==> src/hw/rtl/gss_pkg.sv <==
// ----------------------------------------------------------------------------
// gss_pkg
// Shared types, constants and codes of the gear shift sequencer.
// ----------------------------------------------------------------------------
`default_nettype none

package gss_pkg;

  localparam int unsigned LEVEL_W  = 12;
  localparam int unsigned TICK_W   = 32;
  localparam int unsigned GEAR_W   = 3;
  localparam int unsigned CUT_W    = 8;
  localparam int unsigned NUM_LVL  = 5;
  localparam int unsigned CFG_IDX_W = 3;

  // match window around each configured level
  localparam int unsigned WINDOW = 150;

  // timeout defaults, in ticks
  localparam int unsigned UP_CUT_DELAY_DEF           = 20;
  localparam int unsigned UP_FINISH_TIMEOUT_DEF      = 100;
  localparam int unsigned DOWN_ACTUATOR_DELAY_DEF    = 20;
  localparam int unsigned DOWN_FINISH_TIMEOUT_DEF    = 100;
  localparam int unsigned OPEN_UP_CUT_DELAY_DEF      = 20;
  localparam int unsigned OPEN_DOWN_CLUTCH_DELAY_DEF = 100;

  // level reset values
  localparam logic [LEVEL_W-1:0] NEUTRAL_LEVEL_RST = 12'd500;
  localparam logic [LEVEL_W-1:0] FIRST_LEVEL_RST   = 12'd0;
  localparam logic [LEVEL_W-1:0] SECOND_LEVEL_RST  = 12'd1470;
  localparam logic [LEVEL_W-1:0] THIRD_LEVEL_RST   = 12'd1870;
  localparam logic [LEVEL_W-1:0] FOURTH_LEVEL_RST  = 12'd2300;

  // cut demand values
  localparam logic [CUT_W-1:0] CUT_NONE = 8'd127;
  localparam logic [CUT_W-1:0] CUT_FULL = 8'd255;
  localparam logic [CUT_W-1:0] CUT_ZERO = 8'd0;

  // gear codes
  localparam logic [GEAR_W-1:0] GEAR_NEUTRAL = 3'd0;
  localparam logic [GEAR_W-1:0] GEAR_FIRST   = 3'd1;
  localparam logic [GEAR_W-1:0] GEAR_FOURTH  = 3'd4;
  localparam logic [GEAR_W-1:0] GEAR_UNKNOWN = 3'd5;

  // register indexes
  localparam logic [CFG_IDX_W-1:0] REG_NEUTRAL = 3'd0;
  localparam logic [CFG_IDX_W-1:0] REG_FIRST   = 3'd1;
  localparam logic [CFG_IDX_W-1:0] REG_SECOND  = 3'd2;
  localparam logic [CFG_IDX_W-1:0] REG_THIRD   = 3'd3;
  localparam logic [CFG_IDX_W-1:0] REG_FOURTH  = 3'd4;

  typedef enum logic [1:0] {
    MODE_NONE = 2'd0,
    MODE_UP   = 2'd1,
    MODE_DOWN = 2'd2,
    MODE_RSVD = 2'd3
  } mode_t;

  typedef enum logic [3:0] {
    PH_IDLE           = 4'd0,
    PH_START_UP       = 4'd1,
    PH_UP_NEUTRAL     = 4'd2,
    PH_UP_CUT         = 4'd3,
    PH_UP_FINISH      = 4'd4,
    PH_START_DOWN     = 4'd5,
    PH_DOWN_NEUTRAL   = 4'd6,
    PH_DOWN_CLUTCH    = 4'd7,
    PH_DOWN_FINISH    = 4'd8,
    PH_OL_UP_CUT      = 4'd9,
    PH_OL_UP_FINISH   = 4'd10,
    PH_OL_DOWN_CLUTCH = 4'd11,
    PH_OL_DOWN_FINISH = 4'd12
  } phase_t;

  typedef logic [NUM_LVL-1:0][LEVEL_W-1:0] level_arr_t;

  typedef struct packed {
    logic [1:0]         mode;
    logic [LEVEL_W-1:0] adc_sample;
  } in_item_t;

  typedef struct packed {
    logic [GEAR_W-1:0] gear;
    logic              shift_up_pin;
    logic              shift_down_pin;
    logic              cut_pin;
    logic              clutch_act;
    logic [CUT_W-1:0]  cut_level;
    logic              idle;
    logic [3:0]        phase;
    logic [TICK_W-1:0] up_duration;
    logic [TICK_W-1:0] down_duration;
  } out_item_t;

  typedef struct packed {
    logic [CFG_IDX_W-1:0] index;
    logic [LEVEL_W-1:0]   data;
  } cfg_item_t;

  // sequencer state after one step
  typedef struct packed {
    phase_t            phase;
    logic              up_pin;
    logic              down_pin;
    logic              cut_pin;
    logic              clutch_act;
    logic [CUT_W-1:0]  cut_value;
    logic [TICK_W-1:0] up_time;
    logic [TICK_W-1:0] down_time;
  } seq_state_t;

endpackage

`default_nettype wire

==> src/hw/rtl/gss_chan_if.sv <==
// ----------------------------------------------------------------------------
// gss_chan_if
// Valid/ready channel carrying one payload beat.
// ----------------------------------------------------------------------------
`default_nettype none

interface gss_chan_if #(
  parameter type payload_t = logic
);
  logic     valid;
  logic     ready;
  payload_t data;

  modport source (output valid, output data, input ready);
  modport sink   (input valid, input data, output ready);
endinterface

`default_nettype wire

==> src/hw/rtl/gss_gear_decode.sv <==
// ----------------------------------------------------------------------------
// gss_gear_decode
// Matches a position sample against the five gear levels, first match wins.
// ----------------------------------------------------------------------------
`default_nettype none

module gss_gear_decode (
  input  wire gss_pkg::level_arr_t              levels,
  input  wire logic [gss_pkg::LEVEL_W-1:0]      sample,
  output logic      [gss_pkg::GEAR_W-1:0]       gear
);
  import gss_pkg::*;

  localparam int unsigned EXT_W = LEVEL_W + 2;

  logic signed [EXT_W-1:0] samp_s;
  logic [NUM_LVL-1:0]      hit;

  assign samp_s = signed'({2'b00, sample});

  always_comb begin
    for (int g = 0; g < NUM_LVL; g++) begin
      // low bound may go negative for levels near zero
      hit[g] = (samp_s >= signed'({2'b00, levels[g]}) - signed'(EXT_W'(WINDOW))) &&
               (samp_s <= signed'({2'b00, levels[g]}) + signed'(EXT_W'(WINDOW)));
    end
  end

  always_comb begin
    gear = GEAR_UNKNOWN;
    for (int g = NUM_LVL - 1; g >= 0; g--) begin
      if (hit[g]) begin
        gear = GEAR_W'(g);
      end
    end
  end

endmodule

`default_nettype wire

==> src/hw/rtl/gss_seq.sv <==
// ----------------------------------------------------------------------------
// gss_seq
// Shift sequencer: tick counter, phase register, timestamps and pins.
// ----------------------------------------------------------------------------
`default_nettype none

module gss_seq #(
  parameter int unsigned UP_CUT_DELAY           = gss_pkg::UP_CUT_DELAY_DEF,
  parameter int unsigned UP_FINISH_TIMEOUT      = gss_pkg::UP_FINISH_TIMEOUT_DEF,
  parameter int unsigned DOWN_ACTUATOR_DELAY    = gss_pkg::DOWN_ACTUATOR_DELAY_DEF,
  parameter int unsigned DOWN_FINISH_TIMEOUT    = gss_pkg::DOWN_FINISH_TIMEOUT_DEF,
  parameter int unsigned OPEN_UP_CUT_DELAY      = gss_pkg::OPEN_UP_CUT_DELAY_DEF,
  parameter int unsigned OPEN_DOWN_CLUTCH_DELAY = gss_pkg::OPEN_DOWN_CLUTCH_DELAY_DEF
) (
  input  wire logic                           clk,
  input  wire logic                           rst_n,
  input  wire logic                           step_en,
  input  wire logic [1:0]                     mode,
  input  wire logic [gss_pkg::GEAR_W-1:0]     gear,
  output gss_pkg::seq_state_t                 state_nxt
);
  import gss_pkg::*;

  phase_t             phase_r, phase_nxt, ph_eff;
  logic [TICK_W-1:0]  tick_r, tick_nxt;
  logic [TICK_W-1:0]  stamp_r, stamp_nxt;
  logic [TICK_W-1:0]  begin_r, begin_nxt;
  logic [GEAR_W-1:0]  bgear_r, bgear_nxt;
  logic [3:0]         pins_r, pins_nxt;     // {clutch, cut, down, up}
  logic [CUT_W-1:0]   cut_r, cut_nxt;
  logic [TICK_W-1:0]  up_time_r, up_time_nxt;
  logic [TICK_W-1:0]  dn_time_r, dn_time_nxt;
  logic [TICK_W-1:0]  elapsed;
  logic [TICK_W-1:0]  shift_len;
  logic               gear_up_done, gear_dn_done, adv;

  assign tick_nxt  = tick_r + TICK_W'(1);
  assign elapsed   = tick_nxt - stamp_r;
  assign shift_len = tick_nxt - begin_r;

  assign gear_up_done = {1'b0, gear} == ({1'b0, bgear_r} + (GEAR_W + 1)'(1));
  assign gear_dn_done = ({1'b0, gear} + (GEAR_W + 1)'(1)) == {1'b0, bgear_r};

  // a request is only taken while idle, and its start phase runs this step
  always_comb begin
    ph_eff = phase_r;
    if (phase_r == PH_IDLE) begin
      if (mode == MODE_UP) begin
        ph_eff = PH_START_UP;
      end else if (mode == MODE_DOWN) begin
        ph_eff = PH_START_DOWN;
      end
    end
  end

  // next phase
  always_comb begin
    phase_nxt = ph_eff;
    unique case (ph_eff)
      PH_IDLE: phase_nxt = PH_IDLE;
      PH_START_UP: begin
        if (gear == GEAR_UNKNOWN)       phase_nxt = PH_OL_UP_CUT;
        else if (gear == GEAR_FOURTH)   phase_nxt = PH_IDLE;
        else if (gear == GEAR_NEUTRAL)  phase_nxt = PH_UP_NEUTRAL;
        else                            phase_nxt = PH_UP_CUT;
      end
      PH_UP_NEUTRAL: begin
        if (gear == GEAR_FIRST || elapsed >= TICK_W'(UP_FINISH_TIMEOUT)) begin
          phase_nxt = PH_IDLE;
        end
      end
      PH_UP_CUT: begin
        if (elapsed >= TICK_W'(UP_CUT_DELAY)) phase_nxt = PH_UP_FINISH;
      end
      PH_OL_UP_CUT: begin
        if (elapsed >= TICK_W'(OPEN_UP_CUT_DELAY)) phase_nxt = PH_OL_UP_FINISH;
      end
      PH_UP_FINISH: begin
        if (gear_up_done || elapsed >= TICK_W'(UP_FINISH_TIMEOUT)) phase_nxt = PH_IDLE;
      end
      PH_OL_UP_FINISH: begin
        if (elapsed >= TICK_W'(UP_FINISH_TIMEOUT)) phase_nxt = PH_IDLE;
      end
      PH_START_DOWN: begin
        if (gear == GEAR_UNKNOWN)       phase_nxt = PH_OL_DOWN_CLUTCH;
        else if (gear == GEAR_NEUTRAL)  phase_nxt = PH_IDLE;
        else if (gear == GEAR_FIRST)    phase_nxt = PH_DOWN_NEUTRAL;
        else                            phase_nxt = PH_DOWN_CLUTCH;
      end
      PH_DOWN_NEUTRAL: begin
        if (elapsed >= TICK_W'(DOWN_ACTUATOR_DELAY)) phase_nxt = PH_DOWN_FINISH;
      end
      PH_DOWN_CLUTCH: begin
        if (elapsed >= TICK_W'(DOWN_ACTUATOR_DELAY)) phase_nxt = PH_DOWN_FINISH;
      end
      PH_OL_DOWN_CLUTCH: begin
        if (elapsed >= TICK_W'(DOWN_ACTUATOR_DELAY)) phase_nxt = PH_OL_DOWN_FINISH;
      end
      PH_DOWN_FINISH: begin
        if (gear_dn_done || elapsed >= TICK_W'(DOWN_FINISH_TIMEOUT)) phase_nxt = PH_IDLE;
      end
      PH_OL_DOWN_FINISH: begin
        if (elapsed >= TICK_W'(OPEN_DOWN_CLUTCH_DELAY)) phase_nxt = PH_IDLE;
      end
      default: phase_nxt = PH_IDLE;
    endcase
  end

  // every wait phase acts exactly when it leaves
  assign adv = (phase_nxt != ph_eff);

  // datapath updates
  always_comb begin
    stamp_nxt   = stamp_r;
    begin_nxt   = begin_r;
    bgear_nxt   = bgear_r;
    pins_nxt    = pins_r;
    cut_nxt     = cut_r;
    up_time_nxt = up_time_r;
    dn_time_nxt = dn_time_r;
    unique case (ph_eff)
      PH_START_UP: begin
        bgear_nxt = gear;
        begin_nxt = tick_nxt;
        if (gear != GEAR_FOURTH) begin
          pins_nxt[0] = 1'b1;
          stamp_nxt   = tick_nxt;
        end
      end
      PH_UP_NEUTRAL: begin
        if (adv) begin
          pins_nxt[0] = 1'b0;
          stamp_nxt   = tick_nxt;
        end
      end
      PH_UP_CUT, PH_OL_UP_CUT: begin
        if (adv) begin
          pins_nxt[2] = 1'b1;
          cut_nxt     = CUT_FULL;
          stamp_nxt   = tick_nxt;
        end
      end
      PH_UP_FINISH, PH_OL_UP_FINISH: begin
        if (adv) begin
          pins_nxt[2] = 1'b0;
          pins_nxt[0] = 1'b0;
          cut_nxt     = CUT_NONE;
          stamp_nxt   = tick_nxt;
          up_time_nxt = shift_len;
        end
      end
      PH_START_DOWN: begin
        begin_nxt = tick_nxt;
        bgear_nxt = gear;
        if (gear != GEAR_NEUTRAL) begin
          pins_nxt[1] = 1'b0;
          stamp_nxt   = tick_nxt;
        end
      end
      PH_DOWN_NEUTRAL: begin
        if (adv) begin
          pins_nxt[1] = 1'b1;
          stamp_nxt   = tick_nxt;
          dn_time_nxt = shift_len;
        end
      end
      PH_DOWN_CLUTCH, PH_OL_DOWN_CLUTCH: begin
        if (adv) begin
          pins_nxt[3] = 1'b1;
          stamp_nxt   = tick_nxt;
          cut_nxt     = CUT_ZERO;
        end
      end
      PH_DOWN_FINISH, PH_OL_DOWN_FINISH: begin
        if (adv) begin
          pins_nxt[3] = 1'b0;
          pins_nxt[1] = 1'b0;
          cut_nxt     = CUT_NONE;
          stamp_nxt   = tick_nxt;
          dn_time_nxt = shift_len;
        end
      end
      default: ;
    endcase
  end

  always_ff @(posedge clk) begin
    if (!rst_n) begin
      phase_r   <= PH_IDLE;
      tick_r    <= '0;
      stamp_r   <= '0;
      begin_r   <= '0;
      bgear_r   <= '0;
      pins_r    <= '0;
      cut_r     <= CUT_NONE;
      up_time_r <= '0;
      dn_time_r <= '0;
    end else if (step_en) begin
      phase_r   <= phase_nxt;
      tick_r    <= tick_nxt;
      stamp_r   <= stamp_nxt;
      begin_r   <= begin_nxt;
      bgear_r   <= bgear_nxt;
      pins_r    <= pins_nxt;
      cut_r     <= cut_nxt;
      up_time_r <= up_time_nxt;
      dn_time_r <= dn_time_nxt;
    end
  end

  always_comb begin
    state_nxt.phase      = phase_nxt;
    state_nxt.up_pin     = pins_nxt[0];
    state_nxt.down_pin   = pins_nxt[1];
    state_nxt.cut_pin    = pins_nxt[2];
    state_nxt.clutch_act = pins_nxt[3];
    state_nxt.cut_value  = cut_nxt;
    state_nxt.up_time    = up_time_nxt;
    state_nxt.down_time  = dn_time_nxt;
  end

endmodule

`default_nettype wire

==> src/hw/rtl/gear_shift_sequencer.sv <==
// ----------------------------------------------------------------------------
// gear_shift_sequencer
// Gear decode and shift sequencing, one tick beat in, one status beat out.
// ----------------------------------------------------------------------------
// Each input beat is one millisecond tick carrying a shift request and a
// gear position sample. The beat is registered, then the gear is decoded
// against the five level registers, the sequencer takes one step and the
// resulting pins, cut level, phase and durations land in the output
// register. One beat per clock is sustained while the consumer is ready. The
// output register decouples the sides, so a stalled consumer only holds the
// input stage once both registers are full. Level registers are written
// through the cfg channel (always ready) and should only be changed while no
// beat is in flight.
`default_nettype none

module gear_shift_sequencer #(
  parameter int unsigned UP_CUT_DELAY           = gss_pkg::UP_CUT_DELAY_DEF,
  parameter int unsigned UP_FINISH_TIMEOUT      = gss_pkg::UP_FINISH_TIMEOUT_DEF,
  parameter int unsigned DOWN_ACTUATOR_DELAY    = gss_pkg::DOWN_ACTUATOR_DELAY_DEF,
  parameter int unsigned DOWN_FINISH_TIMEOUT    = gss_pkg::DOWN_FINISH_TIMEOUT_DEF,
  parameter int unsigned OPEN_UP_CUT_DELAY      = gss_pkg::OPEN_UP_CUT_DELAY_DEF,
  parameter int unsigned OPEN_DOWN_CLUTCH_DELAY = gss_pkg::OPEN_DOWN_CLUTCH_DELAY_DEF
) (
  input  wire logic  clk,
  input  wire logic  rst_n,
  gss_chan_if.sink   in_bus,
  gss_chan_if.source out_bus,
  gss_chan_if.sink   cfg_bus
);
  import gss_pkg::*;

  level_arr_t         levels_r;
  in_item_t           in_item_r;
  logic               in_vld_r;
  out_item_t          out_item_r, out_item_nxt;
  logic               out_vld_r;
  logic               step, in_take;
  logic [GEAR_W-1:0]  gear;
  seq_state_t         st_nxt;
  cfg_item_t          cfg_beat;

  assign step    = in_vld_r && (!out_vld_r || out_bus.ready);
  assign in_take = in_bus.valid && in_bus.ready;

  assign in_bus.ready  = !in_vld_r || step;
  assign cfg_bus.ready = 1'b1;
  assign cfg_beat      = cfg_bus.data;

  // level registers
  always_ff @(posedge clk) begin
    if (!rst_n) begin
      levels_r[REG_NEUTRAL] <= NEUTRAL_LEVEL_RST;
      levels_r[REG_FIRST]   <= FIRST_LEVEL_RST;
      levels_r[REG_SECOND]  <= SECOND_LEVEL_RST;
      levels_r[REG_THIRD]   <= THIRD_LEVEL_RST;
      levels_r[REG_FOURTH]  <= FOURTH_LEVEL_RST;
    end else if (cfg_bus.valid) begin
      unique case (cfg_beat.index)
        REG_NEUTRAL: levels_r[REG_NEUTRAL] <= cfg_beat.data;
        REG_FIRST:   levels_r[REG_FIRST]   <= cfg_beat.data;
        REG_SECOND:  levels_r[REG_SECOND]  <= cfg_beat.data;
        REG_THIRD:   levels_r[REG_THIRD]   <= cfg_beat.data;
        REG_FOURTH:  levels_r[REG_FOURTH]  <= cfg_beat.data;
        default: ;
      endcase
    end
  end

  // input stage
  always_ff @(posedge clk) begin
    if (!rst_n) begin
      in_vld_r <= 1'b0;
    end else if (in_take) begin
      in_vld_r <= 1'b1;
    end else if (step) begin
      in_vld_r <= 1'b0;
    end
  end

  always_ff @(posedge clk) begin
    if (in_take) begin
      in_item_r <= in_bus.data;
    end
  end

  gss_gear_decode u_decode (
    .levels (levels_r),
    .sample (in_item_r.adc_sample),
    .gear   (gear)
  );

  gss_seq #(
    .UP_CUT_DELAY           (UP_CUT_DELAY),
    .UP_FINISH_TIMEOUT      (UP_FINISH_TIMEOUT),
    .DOWN_ACTUATOR_DELAY    (DOWN_ACTUATOR_DELAY),
    .DOWN_FINISH_TIMEOUT    (DOWN_FINISH_TIMEOUT),
    .OPEN_UP_CUT_DELAY      (OPEN_UP_CUT_DELAY),
    .OPEN_DOWN_CLUTCH_DELAY (OPEN_DOWN_CLUTCH_DELAY)
  ) u_seq (
    .clk       (clk),
    .rst_n     (rst_n),
    .step_en   (step),
    .mode      (in_item_r.mode),
    .gear      (gear),
    .state_nxt (st_nxt)
  );

  always_comb begin
    out_item_nxt.gear           = gear;
    out_item_nxt.shift_up_pin   = st_nxt.up_pin;
    out_item_nxt.shift_down_pin = st_nxt.down_pin;
    out_item_nxt.cut_pin        = st_nxt.cut_pin;
    out_item_nxt.clutch_act     = st_nxt.clutch_act;
    out_item_nxt.cut_level      = st_nxt.cut_value;
    out_item_nxt.idle           = (st_nxt.phase == PH_IDLE);
    out_item_nxt.phase          = st_nxt.phase;
    out_item_nxt.up_duration    = st_nxt.up_time;
    out_item_nxt.down_duration  = st_nxt.down_time;
  end

  // output stage
  always_ff @(posedge clk) begin
    if (!rst_n) begin
      out_vld_r <= 1'b0;
    end else if (step) begin
      out_vld_r <= 1'b1;
    end else if (out_bus.ready) begin
      out_vld_r <= 1'b0;
    end
  end

  always_ff @(posedge clk) begin
    if (step) begin
      out_item_r <= out_item_nxt;
    end
  end

  assign out_bus.valid = out_vld_r;
  assign out_bus.data  = out_item_r;

  // cut pin is only up during an upshift finish, where full cut is demanded
  a_cut_pin_level: assert property (@(posedge clk) disable iff (!rst_n)
    out_vld_r && out_item_r.cut_pin |-> out_item_r.cut_level == CUT_FULL)
    else $error("cut pin high without full cut demand");

  // a full input stage with a free output stage always produces a beat
  a_step_fills_out: assert property (@(posedge clk) disable iff (!rst_n)
    in_vld_r && !out_vld_r |=> out_vld_r)
    else $error("pending tick did not reach output register");

  // a blocked output must hold the pending input beat
  a_stall_holds_in: assert property (@(posedge clk) disable iff (!rst_n)
    in_vld_r && out_vld_r && !out_bus.ready |=> in_vld_r && $stable(in_item_r))
    else $error("input beat lost while output stalled");

endmodule

`default_nettype wire

==> src/flat_wrapper.sv <==
// flat-port wrapper written by rule: the top's interface ports become plain ports
module gear_shift_sequencer_flat import gss_pkg::*;
#(
  parameter int unsigned UP_CUT_DELAY           = gss_pkg::UP_CUT_DELAY_DEF,
  parameter int unsigned UP_FINISH_TIMEOUT      = gss_pkg::UP_FINISH_TIMEOUT_DEF,
  parameter int unsigned DOWN_ACTUATOR_DELAY    = gss_pkg::DOWN_ACTUATOR_DELAY_DEF,
  parameter int unsigned DOWN_FINISH_TIMEOUT    = gss_pkg::DOWN_FINISH_TIMEOUT_DEF,
  parameter int unsigned OPEN_UP_CUT_DELAY      = gss_pkg::OPEN_UP_CUT_DELAY_DEF,
  parameter int unsigned OPEN_DOWN_CLUTCH_DELAY = gss_pkg::OPEN_DOWN_CLUTCH_DELAY_DEF
)
  (clk, rst_n, in_bus_valid, in_bus_data, in_bus_ready, out_bus_valid, out_bus_data, out_bus_ready, cfg_bus_valid, cfg_bus_data, cfg_bus_ready);
  gss_chan_if #(.payload_t(in_item_t)) in_bus_i ();
  gss_chan_if #(.payload_t(out_item_t)) out_bus_i ();
  gss_chan_if #(.payload_t(cfg_item_t)) cfg_bus_i ();
  input  wire logic clk;
  input  wire logic rst_n;
  input wire logic [$bits(in_bus_i.valid)-1:0] in_bus_valid;
  input wire logic [$bits(in_bus_i.data)-1:0] in_bus_data;
  output wire logic [$bits(in_bus_i.ready)-1:0] in_bus_ready;
  output wire logic [$bits(out_bus_i.valid)-1:0] out_bus_valid;
  output wire logic [$bits(out_bus_i.data)-1:0] out_bus_data;
  input wire logic [$bits(out_bus_i.ready)-1:0] out_bus_ready;
  input wire logic [$bits(cfg_bus_i.valid)-1:0] cfg_bus_valid;
  input wire logic [$bits(cfg_bus_i.data)-1:0] cfg_bus_data;
  output wire logic [$bits(cfg_bus_i.ready)-1:0] cfg_bus_ready;
  assign in_bus_i.valid = in_bus_valid;
  assign in_bus_i.data = in_bus_data;
  assign in_bus_ready = in_bus_i.ready;
  assign out_bus_valid = out_bus_i.valid;
  assign out_bus_data = out_bus_i.data;
  assign out_bus_i.ready = out_bus_ready;
  assign cfg_bus_i.valid = cfg_bus_valid;
  assign cfg_bus_i.data = cfg_bus_data;
  assign cfg_bus_ready = cfg_bus_i.ready;
  gear_shift_sequencer #(.UP_CUT_DELAY(UP_CUT_DELAY), .UP_FINISH_TIMEOUT(UP_FINISH_TIMEOUT), .DOWN_ACTUATOR_DELAY(DOWN_ACTUATOR_DELAY), .DOWN_FINISH_TIMEOUT(DOWN_FINISH_TIMEOUT), .OPEN_UP_CUT_DELAY(OPEN_UP_CUT_DELAY), .OPEN_DOWN_CLUTCH_DELAY(OPEN_DOWN_CLUTCH_DELAY)) u_core (.clk(clk), .rst_n(rst_n), .in_bus(in_bus_i), .out_bus(out_bus_i), .cfg_bus(cfg_bus_i));
endmodule
==> config.mk <==
export PLATFORM = sky130hd
export DESIGN_NAME = gear_shift_sequencer_flat
export DESIGN_NICKNAME = d
export VERILOG_FILES = /design/src/hw/rtl/gss_pkg.sv /design/src/hw/rtl/gss_chan_if.sv /design/src/hw/rtl/gss_gear_decode.sv /design/src/hw/rtl/gss_seq.sv /design/src/hw/rtl/gear_shift_sequencer.sv /design/src/flat_wrapper.sv
export SDC_FILE = /design/constraint.sdc
export NUM_CORES = 1
export LEC_CHECK = 0
export CORE_ASPECT_RATIO = 0.5
export CORE_MARGIN = 2
export CORE_UTILIZATION = 60
export CTS_CLUSTER_SIZE = 40
export DETAILED_ROUTE_END_ITERATION = 7
export DONT_BUFFER_PORTS = 1
export MAX_ROUTING_LAYER = met4
export PLACE_DENSITY = 0.76
export SETUP_SLACK_MARGIN = 0.05
export SLEW_MARGIN = 20
export SYNTH_ARGS = -nofsm -noshare
export SYNTH_HDL_FRONTEND = slang
export SYNTH_HIERARCHICAL = 1
export SYNTH_SLANG_ARGS = --single-unit
==> constraint.sdc <==
create_clock -name clk -period 9.5 [get_ports clk]
set_clock_uncertainty 0.2 [all_clocks]
set_input_delay 0.475 -clock clk [delete_from_list [all_inputs] [get_ports clk]]
set_output_delay 0.475 -clock clk [all_outputs]
set_load 0.05 [all_outputs]
# ---- Word level (Yosys, flattened, before mapping)
# Index checks and enable logic that the tools add are counted.
dict set report totals {
  word_cells 175
  reg_bits 339
  inputBits 34
}
dict set report classes {
  n_eq_ne 28
  addsub 15
  mux 52
  n_reduce_logical 40
  magnitude_cmp 12
}
# operator count
set ops {}
lappend ops {{$mux W32} 7}
lappend ops {{$pmux W32 S3} 1}
lappend ops {{$add A12 B8 Y13 const B} 5}
lappend ops {{$le A12 B13 Y1} 5}
lappend ops {{$sub A12 B8 Y13 const B} 5}
lappend ops {{$sub A32 B32 Y32} 2}
lappend ops {{$ge A13 B13 Y1} 4}
lappend ops {{$mux W4} 13}
lappend ops {{$pmux W4 S10} 1}
lappend ops {{$add A32 B1 Y32 const B} 1}
lappend ops {{$ge A32 B5 Y1 const B} 1}
lappend ops {{$ge A32 B7 Y1 const B} 1}
lappend ops {{$mux W8} 3}
lappend ops {{$pmux W8 S3} 1}
lappend ops {{$eq A4 B4 Y1 const B} 5}
lappend ops {{$eq A4 B3 Y1 const B} 4}
lappend ops {{$mux W1} 16}
lappend ops {{$mux W3} 5}
lappend ops {{$ge A13 B14 Y1} 1}
lappend ops {{$reduce_or A2 Y1} 7}
lappend ops {{$reduce_and A2 Y1} 6}
lappend ops {{$reduce_or A10 Y1} 1}
lappend ops {{$eq A3 B3 Y1 const B} 3}
lappend ops {{$add A3 B1 Y4 const B} 2}
lappend ops {{25 further kinds} 47}

# ---- Longest topological paths before layout
dict set report depth {
  depth_word 16
  depth_mapped 29
  mapped_depth_nobuf 27
}

# ---- Modules after synthesis
# Netlist, hierarchy kept.
# mod cells_per_inst n_inst seq_area_each_um2 area_per_inst_um2
set by_module_without_submodules {}
lappend by_module_without_submodules {gss_seq 1602 1 3583.4 12484.5}
lappend by_module_without_submodules {gear_shift_sequencer 336 1 4184.0 5400.2}
lappend by_module_without_submodules {gss_gear_decode 559 1 0.0 4245.3}

# ---- Worst setup path after synthesis
# OpenSTA, ideal clock, no wires.
dict set report synth_timing {
  path_kind {reg2reg}
  start {reg u_core.out_vld_r (netlist: u_core/out_bus.valid)}
  end {reg u_core.u_seq.dn_time_r[13]}
  required_time_ps 9172
  path_stages_with_launch 11
  setup_slack_ps 2939
  arrival_ps 6233
  setup_ps 128
  synth_period_minus_slack_ps 6561
  path_cell_list {dfxtp_1 nor2b_1 nor2b_1 clkbuf_1 inv_1 nor2_1 o311ai_1 nor2_1 buf_2 mux2i_1 nor2_1}
}
dict set report synth_via {
  elab_chain_len 3
}
# item line_no
set synth_lines {}
lappend synth_lines {{from (decl)} gear_shift_sequencer.sv:36} ;# logic out_vld_r;
lappend synth_lines {{from (signal assigned)} gear_shift_sequencer.sv:124} ;# out_vld_r <= 1'b0;
lappend synth_lines {{from (signal assigned)} gear_shift_sequencer.sv:126} ;# out_vld_r <= 1'b1;
lappend synth_lines {{from (signal assigned)} gear_shift_sequencer.sv:128} ;# out_vld_r <= 1'b0;
lappend synth_lines {{$logic_not A1 Y1} gear_shift_sequencer.sv:42} ;# assign step = in_vld_r && (!out_vld_r || out_bus.ready);
lappend synth_lines {{$logic_or A1 B1 Y1} gear_shift_sequencer.sv:42}
lappend synth_lines {{$logic_and A1 B1 Y1} gear_shift_sequencer.sv:42}
lappend synth_lines {{net u_core.step} gear_shift_sequencer.sv:37} ;# logic step, in_take;
lappend synth_lines {{to (signal assigned)} gss_seq.sv:207} ;# dn_time_r <= dn_time_nxt;
lappend synth_lines {{to (decl)} gss_seq.sv:32} ;# logic [TICK_W-1:0] dn_time_r, dn_time_nxt;
# The timed path passes the listed nets, and every way through them passes these cells.
# A chain may end at the register's enable or synchronous reset.

==> run metrics <==
status completed; post-synthesis mux area share around 7.6%; Post-Synth XOR/XNOR Area under 10%; Crit. End Element flip-flop; Post-synth EDFFs between 90 and 100; Core ar. 36,100 sq um; fin. max-slew vios 0; Iter 0 DRT Violations 1,731; slowest stage delay, CP 0.77 ns; Synth Flop Type dfxtp_1; arrival time worst endpoint between 8 and 9 ns; leakage 0.00960 uW; Worst Path Max Fanout 45; layout cells sized above 1 under 10%; fin crit share between 80 and 90%; first-pass GRT wire length roughly 92,000 microns; vias in the first global route approximately 17,000; GP Congestion 0.937; RSZ-0062 raised after global routing no; CTS tree yes; CTS clock-pin slew for the worst setup and hold paths roughly 0.070 ns; CP Data Required Time 9.63 ns; Syn Inst Count 2,497; nets 2,665; most frequent cell after synthesis nand2_1; Initial DRT Pass Iterations 6; DP Area roughly 22,000 sq um; #FFs+latches synth 339; Detailed Place HPWL 40,400 microns; antenna violations before repair 0; Skew-Pair Late Insertion Delay approximately 0.59 ns; chip height 140 microns; reg2reg path depth 24; critical hold path startpoint rst_n; Pwr Total about 3700 uW; DR DRC count 0; Filler Cell Count between 2,000 and 3,000; Total Wirelength a little under 60,000 microns; vias per std cell 6.13; # setup viols final 0; Layout area overhead 6.86%; Hold EP u_core/u_seq/up_time_r[29]$_SDFFE_PN0P_; yosys warns 6; gr ovfl total 0; Distinct cells, synth 98; Post-Synth Simple-Gate Area between 10% and 20%; hold path cells 2; Tightest Pin Transition 1.08 ns; Synth async-reset ratio 0%; antenna-violating nets left 0; Finished Layout Cells 2,950; metal3 WL approximately 3800 microns; # rows 49; H-tree depth 1; Slew headroom 27.7%; reg2reg end u_core/out_bus.data[46]$_DFFE_PP_; Placed Cells approximately 2,900; Clock Sinks around 340; CP max stage cell a211oi_2; setup_tns 0 ns; fin area around 24,000 sq um; Hold WC Path Type in -> reg; CTS Buf Count 31; worst-case clock buffer depth 3; Area contributors post-synth dfxtp_1 (22%), edfxtp_1 (13%), ha_1 (11%); Die Wd roughly 280 microns; reg-to-reg setup timing slack 1.23 ns; Synth Area in Compound Gates between 10% and 20%; CP Cell Sequence ha_1, nand3_1, nor2_1, and3_1, and3_1, and3_1, and2_1, nand2_1, xnor2_1, ha_1, a21oi_1, o211ai_1, o32ai_1, nor2_1, a21oi_1, o2111ai_1, or4_1, nor4_2, nand4b_1, a211oi_2, o221ai_4, buf_4, nand2_2, mux2_1; Initial Util approximately three fifths; Met1 Wirelength around 26,000 microns; wire length on met2 between 20,000 and 30,000 microns; CP Class reg -> reg; delay-heaviest family, CP simple AND/OR/NAND/NOR gates; top sig layer met4; Startpoint Class flip-flop; leading area contributor after synthesis dfxtp_1; clk root buf clkbuf_16; Mean Syn Cell Area 8.86 sq um; GRT Total Usage between 30 and 40%; CP dominant cell by count and3_1; top cell type's share of synthesized area ~22%; largest net degree at the start of global routing around 160; Syn Nets roughly 2,700; Post-Synth Adder-Cell Area a little over a tenth; average wire per cell in the routed design 19.7 microns; VDD IR max around 0.14 mV; routed vias between 15,000 and 20,000; Pwr per Cell Area 157 nW/um^2; Buf+Inv Stages, Crit Path 1; register area share after synthesis 35.1%; Die ar. roughly 39,000 sq um; largest family of logic cells by synthesized area simple AND/OR/NAND/NOR gates; Max Fclk approximately 120 MHz; synth cell count leaders nand2_1 (262), dfxtp_1 (241), nor2_1 (214); Period minus WS final roughly 8.3 ns; Port Buf Inserts 0; n_diodes 0; Post-Synthesis Cell Area about 22,000 sq um; final hold vios 0; max_cap viols 0; IO Pins 121; worst reg2reg startpoint u_core/u_seq/tick_r[0]$_SDFFE_PN0P_
[power by group]
part	internal, uW	total, uW	leakage, uW	switching [uW]
Clock	715	1270	0.000502	559
Combinational	266	760	0.00622	494
Sequential	1550	1670	0.00288	124
Total	2530	3700	0.00960	1180
[placed cells by master, fill, tap and decap left out, types with 6 or more instances in the layout]
master,count
nand2_1,261
dfxtp_1,241
nor2_1,212
ha_1,187
a21oi_1,134
mux2i_1,117
inv_1,112
xnor2_1,104
edfxtp_1,98
xor2_1,97
o21ai_0,91
nor2b_1,67
nand3_1,62
a211oi_1,48
nor3_1,42
mux2_1,40
a21o_1,37
nand4_1,36
dlygate4sd3_1,33
clkbuf_16,31
and3_1,27
nand2b_1,24
o21a_1,23
a31oi_1,23
o211ai_1,21
o2bb2ai_1,21
o22ai_1,17
o21ai_1,16
buf_4,15
nor4_1,14
and2_1,14
o31ai_1,13
a211o_1,11
clkbuf_1,10
o21bai_1,8
clkinv_2,7
or3_1,7
o22a_1,7
a31o_2,6
a2111oi_0,6
[worst max-delay path by stage]
stage,slack [ns],cells past startpoint,start,end
finish,1.23,24,u_core/u_seq/tick_r[0]$_SDFFE_PN0P_,u_core/out_bus.data[46]$_DFFE_PP_
global route,0.62,24,u_core/u_seq/tick_r[0]$_SDFFE_PN0P_,u_core/out_bus.data[61]$_DFFE_PP_
CTS,1.30,25,u_core/u_seq/tick_r[0]$_SDFFE_PN0P_,u_core/out_bus.data[61]$_DFFE_PP_
detailed placement,1.36,25,u_core/u_seq/tick_r[0]$_SDFFE_PN0P_,u_core/out_bus.data[61]$_DFFE_PP_
global placement,1.56,25,u_core/u_seq/tick_r[0]$_SDFFE_PN0P_,u_core/out_bus.data[62]$_DFFE_PP_
floorplan,2.94,10,u_core/out_bus.valid$_SDFFE_PN0P_,u_core/u_seq/dn_time_r[13]$_SDFFE_PN0P_
[layer usage]
metal / GRT usage, % / up-vias
met5: - / -
met4: 9.02 / 0
met3: 4.38 / 97
met2: 48.8 / 602
met1: 40.4 / 8587
li1: - / 8809
[layout make-up]
class / count / area (sq um) / area share, %
timing repair buffer: 50 / 490 / 2.07
sequential: 339 / 7770 / 32.8
clock inverter: 12 / 141 / 0.598
multi-input combinational: 1907 / 13400 / 56.5
tap: 484 / 606 / 2.56
inverter: 113 / 425 / 1.80
clock buffer: 45 / 868 / 3.67
[cell families after synthesis]
group / count (synthesis)
compound gates: 546
mux: 162
other cells: 1
simple gates: 808
flops: 339
xor+xnor: 201
buf+inv: 251
fa+ha+maj: 189
[sequential cells by signal, indices dropped and copies added, names as in the netlist]
signal,flops
u_core/u_seq/dn_time_r,32
u_core/u_seq/pins_r,4
u_core/u_seq/stamp_r,32
u_core/u_seq/up_time_r,32
u_core/in_vld_r,1
u_core/out_bus.data,84
u_core/u_seq/begin_r,32
u_core/in_item_r,14
u_core/u_seq/cut_r,8
u_core/u_seq/bgear_r,3
u_core/out_bus.valid,1
u_core/levels_r,60
u_core/u_seq/tick_r,32
u_core/u_seq/phase_r,4
[stage by stage]
stage | setup WS, ns | utilization, % | hold WS, ns
after floorplan | 2.94 | - | 0.234
after global placement | 1.56 | 61.7 | 0.242
after detailed placement | 1.36 | 61.7 | 0.247
after CTS | 1.30 | 65.5 | 0.00389
after global routing | 0.622 | 65.5 | 0.0386
final | 1.23 | 65.5 | 0.0396
[repair_timing]
action / in CTS / in global routing
setup endpoints to repair: 0 / 0
hold buffers: 34 / 0
setup buffers: 0 / 0
endpoints found under the hold margin: 129 / 0
gates resized for setup: 0 / 0
Power figures use the tool's default switching activity.
